$ cat src/sv/rres_pkg.sv
// Package with types, constants and helpers for the round-robin epoch scheduler.
`timescale 1ns / 1ps
package rres_pkg;
  localparam int unsigned NumSlotsDefault  = 16;
  localparam int unsigned TimeWidthDefault = 16;
  localparam logic [7:0]  DefaultQuantum   = 8'd3;

  localparam logic [1:0] ModeTick = 2'd0;
  localparam logic [1:0] ModeIo   = 2'd1;
  localparam logic [1:0] ModeExit = 2'd2;

  typedef enum logic [1:0] {
    StReady   = 2'd0,
    StRunning = 2'd1,
    StSleep   = 2'd2,
    StDone    = 2'd3
  } slot_status_e;

  typedef enum logic [3:0] {
    FsmIdle   = 4'b0001,
    FsmSweep  = 4'b0010,
    FsmSearch = 4'b0100,
    FsmReport = 4'b1000
  } fsm_state_e;

  typedef struct packed {
    logic [1:0] mode;
    logic [3:0] sleep_ticks;
    logic [3:0] exit_slot;
  } rres_in_t;

  typedef struct packed {
    logic        running_valid;
    logic [3:0]  running_slot;
    logic        refilled;
    logic        all_done;
    logic [15:0] tick_total;
    logic [15:0] idle_total;
    logic [15:0] switch_total;
    logic        exit_reported;
    logic [15:0] exit_wait;
    logic [15:0] exit_turnaround;
    logic [15:0] exit_response;
  } rres_out_t;

  // Command that the head cell of the ring applies to the slot that enters it.
  typedef struct packed {
    logic       tick;
    logic       charge;
    logic       refill;
    logic       sleep;
    logic       retire;
    logic       dispatch;
    logic [3:0] sleep_ticks;
    logic [7:0] quantum;
  } rres_cmd_t;
endpackage

$ cat src/sv/rres_cell.sv
// One slot cell of the scheduler ring, holding a slot's state and passing it on.
`timescale 1ns / 1ps
module rres_cell import rres_pkg::*; #(
  parameter int unsigned TimeWidth = TimeWidthDefault
) (
  input  logic                 clk_i,
  input  logic                 rst_ni,
  input  logic                 shift_i,
  input  logic                 load_i,
  input  rres_cmd_t            cmd_i,
  input  logic [TimeWidth-1:0] tick_now_i,
  input  slot_status_e         st_i,
  input  logic [7:0]           q_i,
  input  logic [3:0]           sl_i,
  input  logic [TimeWidth-1:0] w_i,
  input  logic                 hr_i,
  input  logic [TimeWidth-1:0] fd_i,
  output slot_status_e         st_o,
  output logic [7:0]           q_o,
  output logic [3:0]           sl_o,
  output logic [TimeWidth-1:0] w_o,
  output logic                 hr_o,
  output logic [TimeWidth-1:0] fd_o
);
  localparam logic [TimeWidth-1:0] TimeMax = '1;

  slot_status_e         st_q, st_d;
  logic [7:0]           q_q, q_d;
  logic [3:0]           sl_q, sl_d;
  logic [TimeWidth-1:0] w_q, w_d, fd_q, fd_d;
  logic                 hr_q, hr_d;

  // The head cell applies the command to the slot that enters it; others only move data.
  always_comb begin
    st_d = st_i;
    q_d  = q_i;
    sl_d = sl_i;
    w_d  = w_i;
    hr_d = hr_i;
    fd_d = fd_i;
    if (load_i) begin
      if (cmd_i.tick) begin
        if (st_i == StSleep) begin
          if (sl_i <= 4'd1) begin
            sl_d = '0;
            st_d = StReady;
          end else begin
            sl_d = sl_i - 4'd1;
          end
        end else if (st_i == StReady && w_i != TimeMax) begin
          w_d = w_i + 1'b1;
        end
      end
      if (cmd_i.charge) begin
        if (q_i > 8'd1) begin
          q_d = q_i - 8'd1;
        end else begin
          q_d  = '0;
          st_d = StReady;
        end
      end
      if (cmd_i.refill && st_d != StDone) begin
        q_d = cmd_i.quantum;
      end
      if (cmd_i.sleep) begin
        st_d = StSleep;
        sl_d = cmd_i.sleep_ticks;
      end
      if (cmd_i.retire) begin
        st_d = StDone;
      end
      if (cmd_i.dispatch) begin
        st_d = StRunning;
        if (!hr_i) begin
          hr_d = 1'b1;
          fd_d = tick_now_i - 1'b1;
        end
      end
    end
  end

  always_ff @(posedge clk_i or negedge rst_ni) begin
    if (!rst_ni) begin
      st_q <= StReady;
      q_q  <= '0;
      sl_q <= '0;
      w_q  <= '0;
      hr_q <= 1'b0;
    end else if (shift_i) begin
      st_q <= st_d;
      q_q  <= q_d;
      sl_q <= sl_d;
      w_q  <= w_d;
      hr_q <= hr_d;
    end
  end

  always_ff @(posedge clk_i) begin
    if (shift_i) begin
      fd_q <= fd_d;
    end
  end

  assign st_o = st_q;
  assign q_o  = q_q;
  assign sl_o = sl_q;
  assign w_o  = w_q;
  assign hr_o = hr_q;
  assign fd_o = fd_q;
endmodule

$ cat src/sv/round_robin_epoch_scheduler.sv
// Top level of the round-robin epoch scheduler: control, counters and slot ring.
`timescale 1ns / 1ps
// The slot states sit in a ring of cells that rotates by one slot per cycle while an event
// is processed, so an event walks the ring once or twice. A tick while slots are live takes
// two passes: one applies the tick, finds whether a refill is due and notes the next ready
// slot after the search pointer; the other refills and dispatches that slot. Every other
// event, including a tick after all slots are done, takes one pass. busy is high from
// acceptance through the report state, and the result word is on out_o for one cycle,
// marked by out_valid_o. busy is already low in the result cycle, so the next event can be
// accepted at the edge that takes the result. The receiver cannot stall the result.
module round_robin_epoch_scheduler import rres_pkg::*; #(
  parameter int unsigned NumSlots  = NumSlotsDefault,
  parameter int unsigned TimeWidth = TimeWidthDefault
) (
  input  logic      clk_i,
  input  logic      rst_ni,
  input  logic      start,
  output logic      busy,
  input  rres_in_t  in_i,
  output logic      out_valid_o,
  output rres_out_t out_o,
  input  logic      cfg_valid_i,
  output logic      cfg_ready_o,
  input  logic [7:0] cfg_data_i
);
  localparam int unsigned IdxW = (NumSlots > 1) ? $clog2(NumSlots) : 1;
  localparam int unsigned CntW = $clog2(NumSlots + 1);
  localparam logic [TimeWidth-1:0] TimeMax = '1;
  localparam logic [IdxW-1:0] LastIdx = IdxW'(NumSlots - 1);

  fsm_state_e state_q, state_d;
  logic [7:0] quantum_q;
  rres_in_t   in_q;

  logic                 cur_valid_q;
  logic [IdxW-1:0]      cur_slot_q, ptr_q;
  logic [CntW-1:0]      live_q;
  logic [TimeWidth-1:0] tick_q, idle_q, switch_q;
  logic [IdxW-1:0]      pos_q;   // slot index now at the ring head
  logic [IdxW-1:0]      step_q;
  logic                 pass2_q, refill_q, any_q_q, found_q;
  logic                 refilled_q, rep_q;
  logic [TimeWidth-1:0] ew_q, er_q;
  logic                 rf_hi_q, rf_lo_q, nr_hi_q, nr_lo_q;
  logic [IdxW-1:0]      rf_hi_idx_q, rf_lo_idx_q, nr_hi_idx_q, nr_lo_idx_q;

  slot_status_e         st  [NumSlots];
  logic [7:0]           qv  [NumSlots];
  logic [3:0]           slv [NumSlots];
  logic [TimeWidth-1:0] wv  [NumSlots];
  logic                 hrv [NumSlots];
  logic [TimeWidth-1:0] fdv [NumSlots];

  rres_cmd_t cmd;
  logic      shift, head_match, idx_ok, cand;
  logic [IdxW-1:0] exit_idx;
  logic      expire_now, ready_now, nr_now, hi_now, pick_ok;
  logic [IdxW-1:0] pick_idx;

  assign busy        = (state_q != FsmIdle);
  assign cfg_ready_o = (state_q == FsmIdle);
  assign exit_idx    = IdxW'(in_q.exit_slot);
  assign idx_ok      = ({28'd0, in_q.exit_slot} < 32'(NumSlots));
  assign shift       = (state_q == FsmSweep) || (state_q == FsmSearch);
  assign head_match  = (pos_q == cur_slot_q) && cur_valid_q;

  // The sweep notes the first ready slot after the pointer and the first one at or before
  // it, both for the case of a refill and for the case without one.
  assign expire_now = cmd.charge && qv[0] <= 8'd1;
  assign ready_now  = (st[0] == StReady) || (st[0] == StSleep && slv[0] <= 4'd1) ||
                      expire_now;
  assign nr_now     = ready_now && !expire_now && qv[0] != 8'd0;
  assign hi_now     = (pos_q > ptr_q);
  assign pick_ok    = refill_q ? (rf_hi_q || rf_lo_q) : (nr_hi_q || nr_lo_q);
  assign pick_idx   = refill_q ? (rf_hi_q ? rf_hi_idx_q : rf_lo_idx_q) :
                                 (nr_hi_q ? nr_hi_idx_q : nr_lo_idx_q);
  assign cand       = pick_ok && (pos_q == pick_idx) && !found_q && !cur_valid_q;

  always_comb begin
    cmd = '0;
    cmd.sleep_ticks = in_q.sleep_ticks;
    cmd.quantum     = (quantum_q == 8'd0) ? DefaultQuantum : quantum_q;
    if (state_q == FsmSweep) begin
      unique case (in_q.mode)
        ModeTick: begin
          cmd.tick   = 1'b1;
          cmd.charge = head_match && st[0] == StRunning;
        end
        ModeIo:   cmd.sleep  = head_match;
        ModeExit: cmd.retire = idx_ok && pos_q == exit_idx && st[0] != StDone;
        default:  cmd = cmd;
      endcase
    end else if (state_q == FsmSearch) begin
      cmd.refill   = refill_q;
      cmd.dispatch = cand;
    end
  end

  for (genvar g = 0; g < NumSlots; g++) begin : g_ring
    localparam int unsigned Nx = (g + 1) % NumSlots;
    rres_cell #(.TimeWidth(TimeWidth)) u_cell (
      .clk_i, .rst_ni,
      .shift_i   (shift),
      .load_i    (Nx == 0),
      .cmd_i     (cmd),
      .tick_now_i(tick_q),
      .st_i(st[Nx]), .q_i(qv[Nx]), .sl_i(slv[Nx]), .w_i(wv[Nx]), .hr_i(hrv[Nx]),
      .fd_i(fdv[Nx]),
      .st_o(st[g]), .q_o(qv[g]), .sl_o(slv[g]), .w_o(wv[g]), .hr_o(hrv[g]),
      .fd_o(fdv[g])
    );
  end

  always_comb begin
    state_d = state_q;
    unique case (state_q)
      FsmIdle:   if (start) state_d = FsmSweep;
      FsmSweep:  if (step_q == LastIdx) begin
        state_d = (in_q.mode == ModeTick && live_q != '0) ? FsmSearch : FsmReport;
      end
      FsmSearch: if (step_q == LastIdx) state_d = FsmReport;
      FsmReport: state_d = FsmIdle;
      default:   state_d = FsmIdle;
    endcase
  end

  always_ff @(posedge clk_i or negedge rst_ni) begin
    if (!rst_ni) begin
      state_q     <= FsmIdle;
      quantum_q   <= DefaultQuantum;
      in_q        <= '0;
      cur_valid_q <= 1'b0;
      cur_slot_q  <= '0;
      ptr_q       <= LastIdx;
      live_q      <= CntW'(NumSlots);
      tick_q      <= '0;
      idle_q      <= '0;
      switch_q    <= '0;
      pos_q       <= '0;
      step_q      <= '0;
      pass2_q     <= 1'b0;
      refill_q    <= 1'b0;
      any_q_q     <= 1'b0;
      found_q     <= 1'b0;
      refilled_q  <= 1'b0;
      rep_q       <= 1'b0;
      ew_q        <= '0;
      er_q        <= '0;
      rf_hi_q     <= 1'b0;
      rf_lo_q     <= 1'b0;
      nr_hi_q     <= 1'b0;
      nr_lo_q     <= 1'b0;
      rf_hi_idx_q <= '0;
      rf_lo_idx_q <= '0;
      nr_hi_idx_q <= '0;
      nr_lo_idx_q <= '0;
      out_valid_o <= 1'b0;
    end else begin
      state_q     <= state_d;
      out_valid_o <= (state_q == FsmReport);
      if (cfg_valid_i && cfg_ready_o) quantum_q <= cfg_data_i;
      if (shift) begin
        pos_q  <= (pos_q == LastIdx) ? '0 : pos_q + 1'b1;
        step_q <= (step_q == LastIdx) ? '0 : step_q + 1'b1;
      end
      unique case (state_q)
        FsmIdle: begin
          rep_q   <= 1'b0;
          any_q_q <= 1'b0;
          found_q <= 1'b0;
          refilled_q <= 1'b0;
          rf_hi_q <= 1'b0;
          rf_lo_q <= 1'b0;
          nr_hi_q <= 1'b0;
          nr_lo_q <= 1'b0;
          if (start) begin
            in_q <= in_i;
            if (in_i.mode == ModeTick && live_q != '0 && tick_q != TimeMax) begin
              tick_q <= tick_q + 1'b1;
            end
          end
        end
        FsmSweep: begin
          if (ready_now) begin
            if (hi_now && !rf_hi_q) begin
              rf_hi_q     <= 1'b1;
              rf_hi_idx_q <= pos_q;
            end
            if (!hi_now && !rf_lo_q) begin
              rf_lo_q     <= 1'b1;
              rf_lo_idx_q <= pos_q;
            end
          end
          if (nr_now) begin
            if (hi_now && !nr_hi_q) begin
              nr_hi_q     <= 1'b1;
              nr_hi_idx_q <= pos_q;
            end
            if (!hi_now && !nr_lo_q) begin
              nr_lo_q     <= 1'b1;
              nr_lo_idx_q <= pos_q;
            end
          end
          if (in_q.mode == ModeTick && live_q != '0) begin
            if (cmd.charge && qv[0] <= 8'd1) begin
              cur_valid_q <= 1'b0;
              if (switch_q != TimeMax) switch_q <= switch_q + 1'b1;
            end
            if (st[0] != StDone && !(cmd.charge && qv[0] <= 8'd1) && qv[0] != 8'd0) begin
              any_q_q <= 1'b1;
            end
          end else if (cmd.sleep) begin
            cur_valid_q <= 1'b0;
            if (switch_q != TimeMax) switch_q <= switch_q + 1'b1;
          end else if (cmd.retire) begin
            live_q <= live_q - 1'b1;
            rep_q  <= 1'b1;
            ew_q   <= wv[0];
            er_q   <= hrv[0] ? fdv[0] : '0;
            if (head_match) begin
              cur_valid_q <= 1'b0;
              if (switch_q != TimeMax) switch_q <= switch_q + 1'b1;
            end
          end
          if (step_q == LastIdx) begin
            refill_q   <= !(any_q_q || (in_q.mode == ModeTick && st[0] != StDone &&
                           !(cmd.charge && qv[0] <= 8'd1) && qv[0] != 8'd0));
            refilled_q <= (in_q.mode == ModeTick && live_q != '0) &&
                          !(any_q_q || (st[0] != StDone &&
                           !(cmd.charge && qv[0] <= 8'd1) && qv[0] != 8'd0));
          end
        end
        FsmSearch: begin
          if (cand) begin
            found_q     <= 1'b1;
            cur_valid_q <= 1'b1;
            cur_slot_q  <= pos_q;
            ptr_q       <= pos_q;
          end
          if (step_q == LastIdx && !cur_valid_q && !found_q && !cand &&
              idle_q != TimeMax) begin
            idle_q <= idle_q + 1'b1;
          end
        end
        FsmReport: ;
        default: ;
      endcase
      pass2_q <= (state_q == FsmSearch);
    end
  end

  always_comb begin
    out_o = '0;
    out_o.running_valid = cur_valid_q;
    out_o.running_slot  = cur_valid_q ? 4'(cur_slot_q) : 4'd0;
    out_o.refilled      = refilled_q;
    out_o.all_done      = (live_q == '0);
    out_o.tick_total    = 16'(tick_q);
    out_o.idle_total    = 16'(idle_q);
    out_o.switch_total  = 16'(switch_q);
    out_o.exit_reported = rep_q;
    out_o.exit_wait       = rep_q ? 16'(ew_q) : 16'd0;
    out_o.exit_turnaround = rep_q ? 16'(tick_q) : 16'd0;
    out_o.exit_response   = rep_q ? 16'(er_q) : 16'd0;
  end

  // The ring head lines up with slot 0 whenever no event is being processed.
  a_ring_home: assert property (@(posedge clk_i) disable iff (!rst_ni)
    state_q == FsmIdle |-> pos_q == '0 && step_q == '0)
    else $error("ring not home");
  a_one_result: assert property (@(posedge clk_i) disable iff (!rst_ni)
    out_valid_o |=> !out_valid_o)
    else $error("double result");
  a_live_range: assert property (@(posedge clk_i) disable iff (!rst_ni)
    live_q <= CntW'(NumSlots))
    else $error("live count overflow");
  a_pass_order: assert property (@(posedge clk_i) disable iff (!rst_ni)
    pass2_q |-> $past(state_q) == FsmSearch)
    else $error("pass flag out of step");
  a_ptr_follow: assert property (@(posedge clk_i) disable iff (!rst_ni)
    (state_q == FsmSearch && cand) |=> cur_valid_q && ptr_q == cur_slot_q)
    else $error("pointer lost");
endmodule
$ cat config.mk
export PLATFORM = sky130hd
export DESIGN_NAME = round_robin_epoch_scheduler
export DESIGN_NICKNAME = d
export VERILOG_FILES = /design/src/sv/rres_pkg.sv /design/src/sv/rres_cell.sv /design/src/sv/round_robin_epoch_scheduler.sv
export SDC_FILE = /design/constraint.sdc
export NUM_CORES = 1
export LEC_CHECK = 0
export ABC_AREA = 1
export BUFFER_PORTS_ARGS = -buffer_cell sky130_fd_sc_hd__buf_2
export CORE_MARGIN = 3
export CORE_UTILIZATION = 40
export CTS_CLUSTER_SIZE = 20
export DETAILED_ROUTE_END_ITERATION = 6
export PLACE_DENSITY = 0.64
export RECOVER_POWER = 25
export SYNTH_ARGS = -nofsm -noshare
export SYNTH_HDL_FRONTEND = slang
export SYNTH_SLANG_ARGS = --single-unit
$ cat constraint.sdc
create_clock -name clk_i -period 4.8 [get_ports clk_i]
set_input_delay 0.24 -clock clk_i [delete_from_list [all_inputs] [get_ports clk_i]]
set_output_delay 0.24 -clock clk_i [all_outputs]
set_load 0.02 [all_outputs]
==> results.cfg <==
[run_status]
status = complete, but fails checks
violations = max-capacitance violations, max-slew violations

[timing]
finalSetupViolCount = 0
setup_slack_ns = 2.01
holdWs_ns = 0.214
slew_headroom = -0.591
rsz0062_at_grt = no
fmax_mhz = 358
setup_tns_ns = 0
clock_skew_ns = 0.0201
drv_slew = 84
layout_min_cycle_time_ns = 2.79
tightest_slew_ns = 2.39
hold_violations = 0
period_share = 0.582

[worst_hold_path]
hold_depth = 3
min_from = cfg_valid_i
min_path_type = input port to flop

[worst_setup_path]
rr_startpoint = state_q[3]
worst-path-max-fanout = 18
r2r_cells = 9
worst_ep_required_time_ns = 5.30
startpoint_type = flop
crit_arrival_ns = 3.29
crit_start = state_q[3]
path_class = flop to flop
endpoint_kind = flop

[synth]
synth_largest_area_cell = dfrtp_1
synthArstFlopShare = 0.716
synth_top_area_share = 0.450
yosys_warnings = 0
synth_nets = 3539
synth-edff-count = 256
synth_area_leaders = dfrtp_1, edfxtp_1, nand2_1
postSynthCellCount = 3499
ys_seq_area_frac = 0.673
ys.flop_type = dfrtp_1
syn_area_um2 = 35500
synth_cell_types = 47
syn_area_per_cell_um2 = 10.1
ys_seq_elements = 902

[layout]
final_layout_size_suffix_gt1_frac = 0.0999
stdcell_count = 4840
mostFrequentLayoutCell = nand2_1
post-route-util = 0.465
diodes = 0
layout_common_cells = nand2_1, dfrtp_1, o21ai_0, inv_1, edfxtp_1
design_area_um2 = 40600
nNetsFinal = 3651
nFillCells = 8106
area_delta_synth_final_pct = 14.4

[clock_network]
cts_tree = yes
cts_resized = 0
cts.htree.levels = 3
cts_sinks = 902
clock_latency_ns = 0.62
clock_path_buffers = 3
cts_setup_buffers = 0
cts-root-buf = clkbuf_16
cts_made_buffers = 90
path_clk_slew_ns = 0.06

[flow_run]
drv_cap = 1

[pwr]
finalPower_mw = 19.8
powerDensity_nw_per_um2 = 488
vdd_drop_max_mv = 0.444
p_leak_nw = 18.4

[grt]
grt_pass1_vias = 21732
grt_util_all_layers = 0.147
grt-ovfl-total = 0
antenna_found_initial = 3
grt_max_degree = 258
grt_pass1_wl_um = 114000

[placement]
dp.cells = 4654
port_buffers = 128
hpwlAfterDp_um = 42000
pre_cts_ws_ns = 1.95
gp_congestion = 0.865
place_area_um2 = 37200

[floorplan]
core-area_um2 = 87300
initial_core_util = 0.406
ios = 129
row_count = 108
dieArea_um2 = 92300
die_h_um = 304
die_w_um = 304

[drt]
wl_um = 68000
viasPerCell = 4.74
routedWlPerCell_um = 14.0
final_antenna_net_count = 0
dr.pass1.iters = 5
drt_iter0_markers = 1909
vias = 22942
drcViolationCount = 0
==> sequential cells by signal, indices dropped and copies added (netlist names), 16 cells and up <==
signal,flops
g_ring.u_cell.hr_o,16
idle_q,16
switch_q,16
g_ring.u_cell.fd_o,256
g_ring.u_cell.sl_o,64
tick_q,16
ew_q,16
g_ring.u_cell.q_o,128
er_q,16
g_ring.u_cell.w_o,256
g_ring.u_cell.st_o,32
==> report_power, final <==
| group | total, mW | leakage, nW | switching (mW) | internal (mW) |
|---|---|---|---|---|
| Sequential | 9.44 | 11.0 | 0.467 | 8.97 |
| Combinational | 2.90 | 5.85 | 2.20 | 0.695 |
| Clock | 7.44 | 1.56 | 2.96 | 4.49 |
==> synth_stat cells, types with 2 or more instances <==
library cell	n
nor4_1	6
inv_4	4
clkbuf_1	58
ha_1	18
nor2_2	5
o21ai_2	3
xor2_1	45
nand3_1	79
dfrtp_1	638
a21boi_0	10
dfstp_2	8
buf_6	4
inv_2	6
nor3_1	30
o21ai_0	448
a21oi_1	36
buf_2	80
nand2_2	7
clkinv_1	2
a31oi_1	2
o31ai_1	2
inv_1	349
buf_4	6
o21ai_1	21
nor2_4	7
nand2_1	1177
o211ai_1	6
mux2_2	10
nand4_1	28
nand3_2	3
nand2_4	4
nor2_1	111
nand3b_1	5
xnor2_1	13
edfxtp_1	256
==> path summary, 6_finish.rpt <==
path | endpoint | slack, ns
worst max-delay path | tick_q[10] | 2.01
worst min-delay path | quantum_q[7] | 0.21
worst max register to register | tick_q[10] | 2.01
worst min register to register | g_ring[12].u_cell.fd_o[7] | 0.41
max in group asynchronous | er_q[6] | 2.20
min in group asynchronous | g_ring[10].u_cell.q_o[5] | 0.88
==> kinds of logic after synthesis <==
logic type | after synthesis | synth area share
multiplexers | 10 | 0.00317
adder cells (fa/ha/maj) | 18 | 0.00635
buffers and inverters | 511 | 0.0587
AND/OR/NAND/NOR | 1467 | 0.167
flip-flops | 902 | 0.673
AO/OA/AOI/OAI | 533 | 0.0773
XOR/XNOR | 58 | 0.0143
==> worst max-delay path, cell delays in order, from the launching register on <==
cell	delay [ns]
dfrtp_1	0.41
nor2_4	0.16
nand2_1	0.08
nor2_2	0.40
nand2_2	0.35
nor4_2	0.51
nand2_2	0.28
nor2_1	0.23
nand2_1	0.09
xor2_1	0.14
==> per-layer routing <==
layer	GRT usage	up-vias	share of wire
met1	0.231	10989	0.51
met2	0.211	430	0.43
met4	0.0379	2	0.018
li1	-	11422	-
met3	0.0243	99	0.045
met5	0	-	0.00019
==> what timing repair did <==
item,4_1_cts,5_1_grt
hold buffers,20,0
hold endpoints to repair,101,0
setup endpoints to repair,0,0
==> layout make-up <==
| type | instances | area (um2) | area share |
|---|---|---|---|
| Inverter | 361 | 1370 | 0.0338 |
| Tap cell | 1155 | 1450 | 0.0356 |
| Clock buffer | 111 | 2460 | 0.0607 |
| Timing Repair Buffer | 170 | 1170 | 0.0288 |
| Sequential cell | 902 | 23900 | 0.588 |
| Clock inverter | 55 | 728 | 0.0179 |
| Multi-Input combinational cell | 2086 | 9530 | 0.235 |
Note: power is estimated with default switching activity, not from simulation.
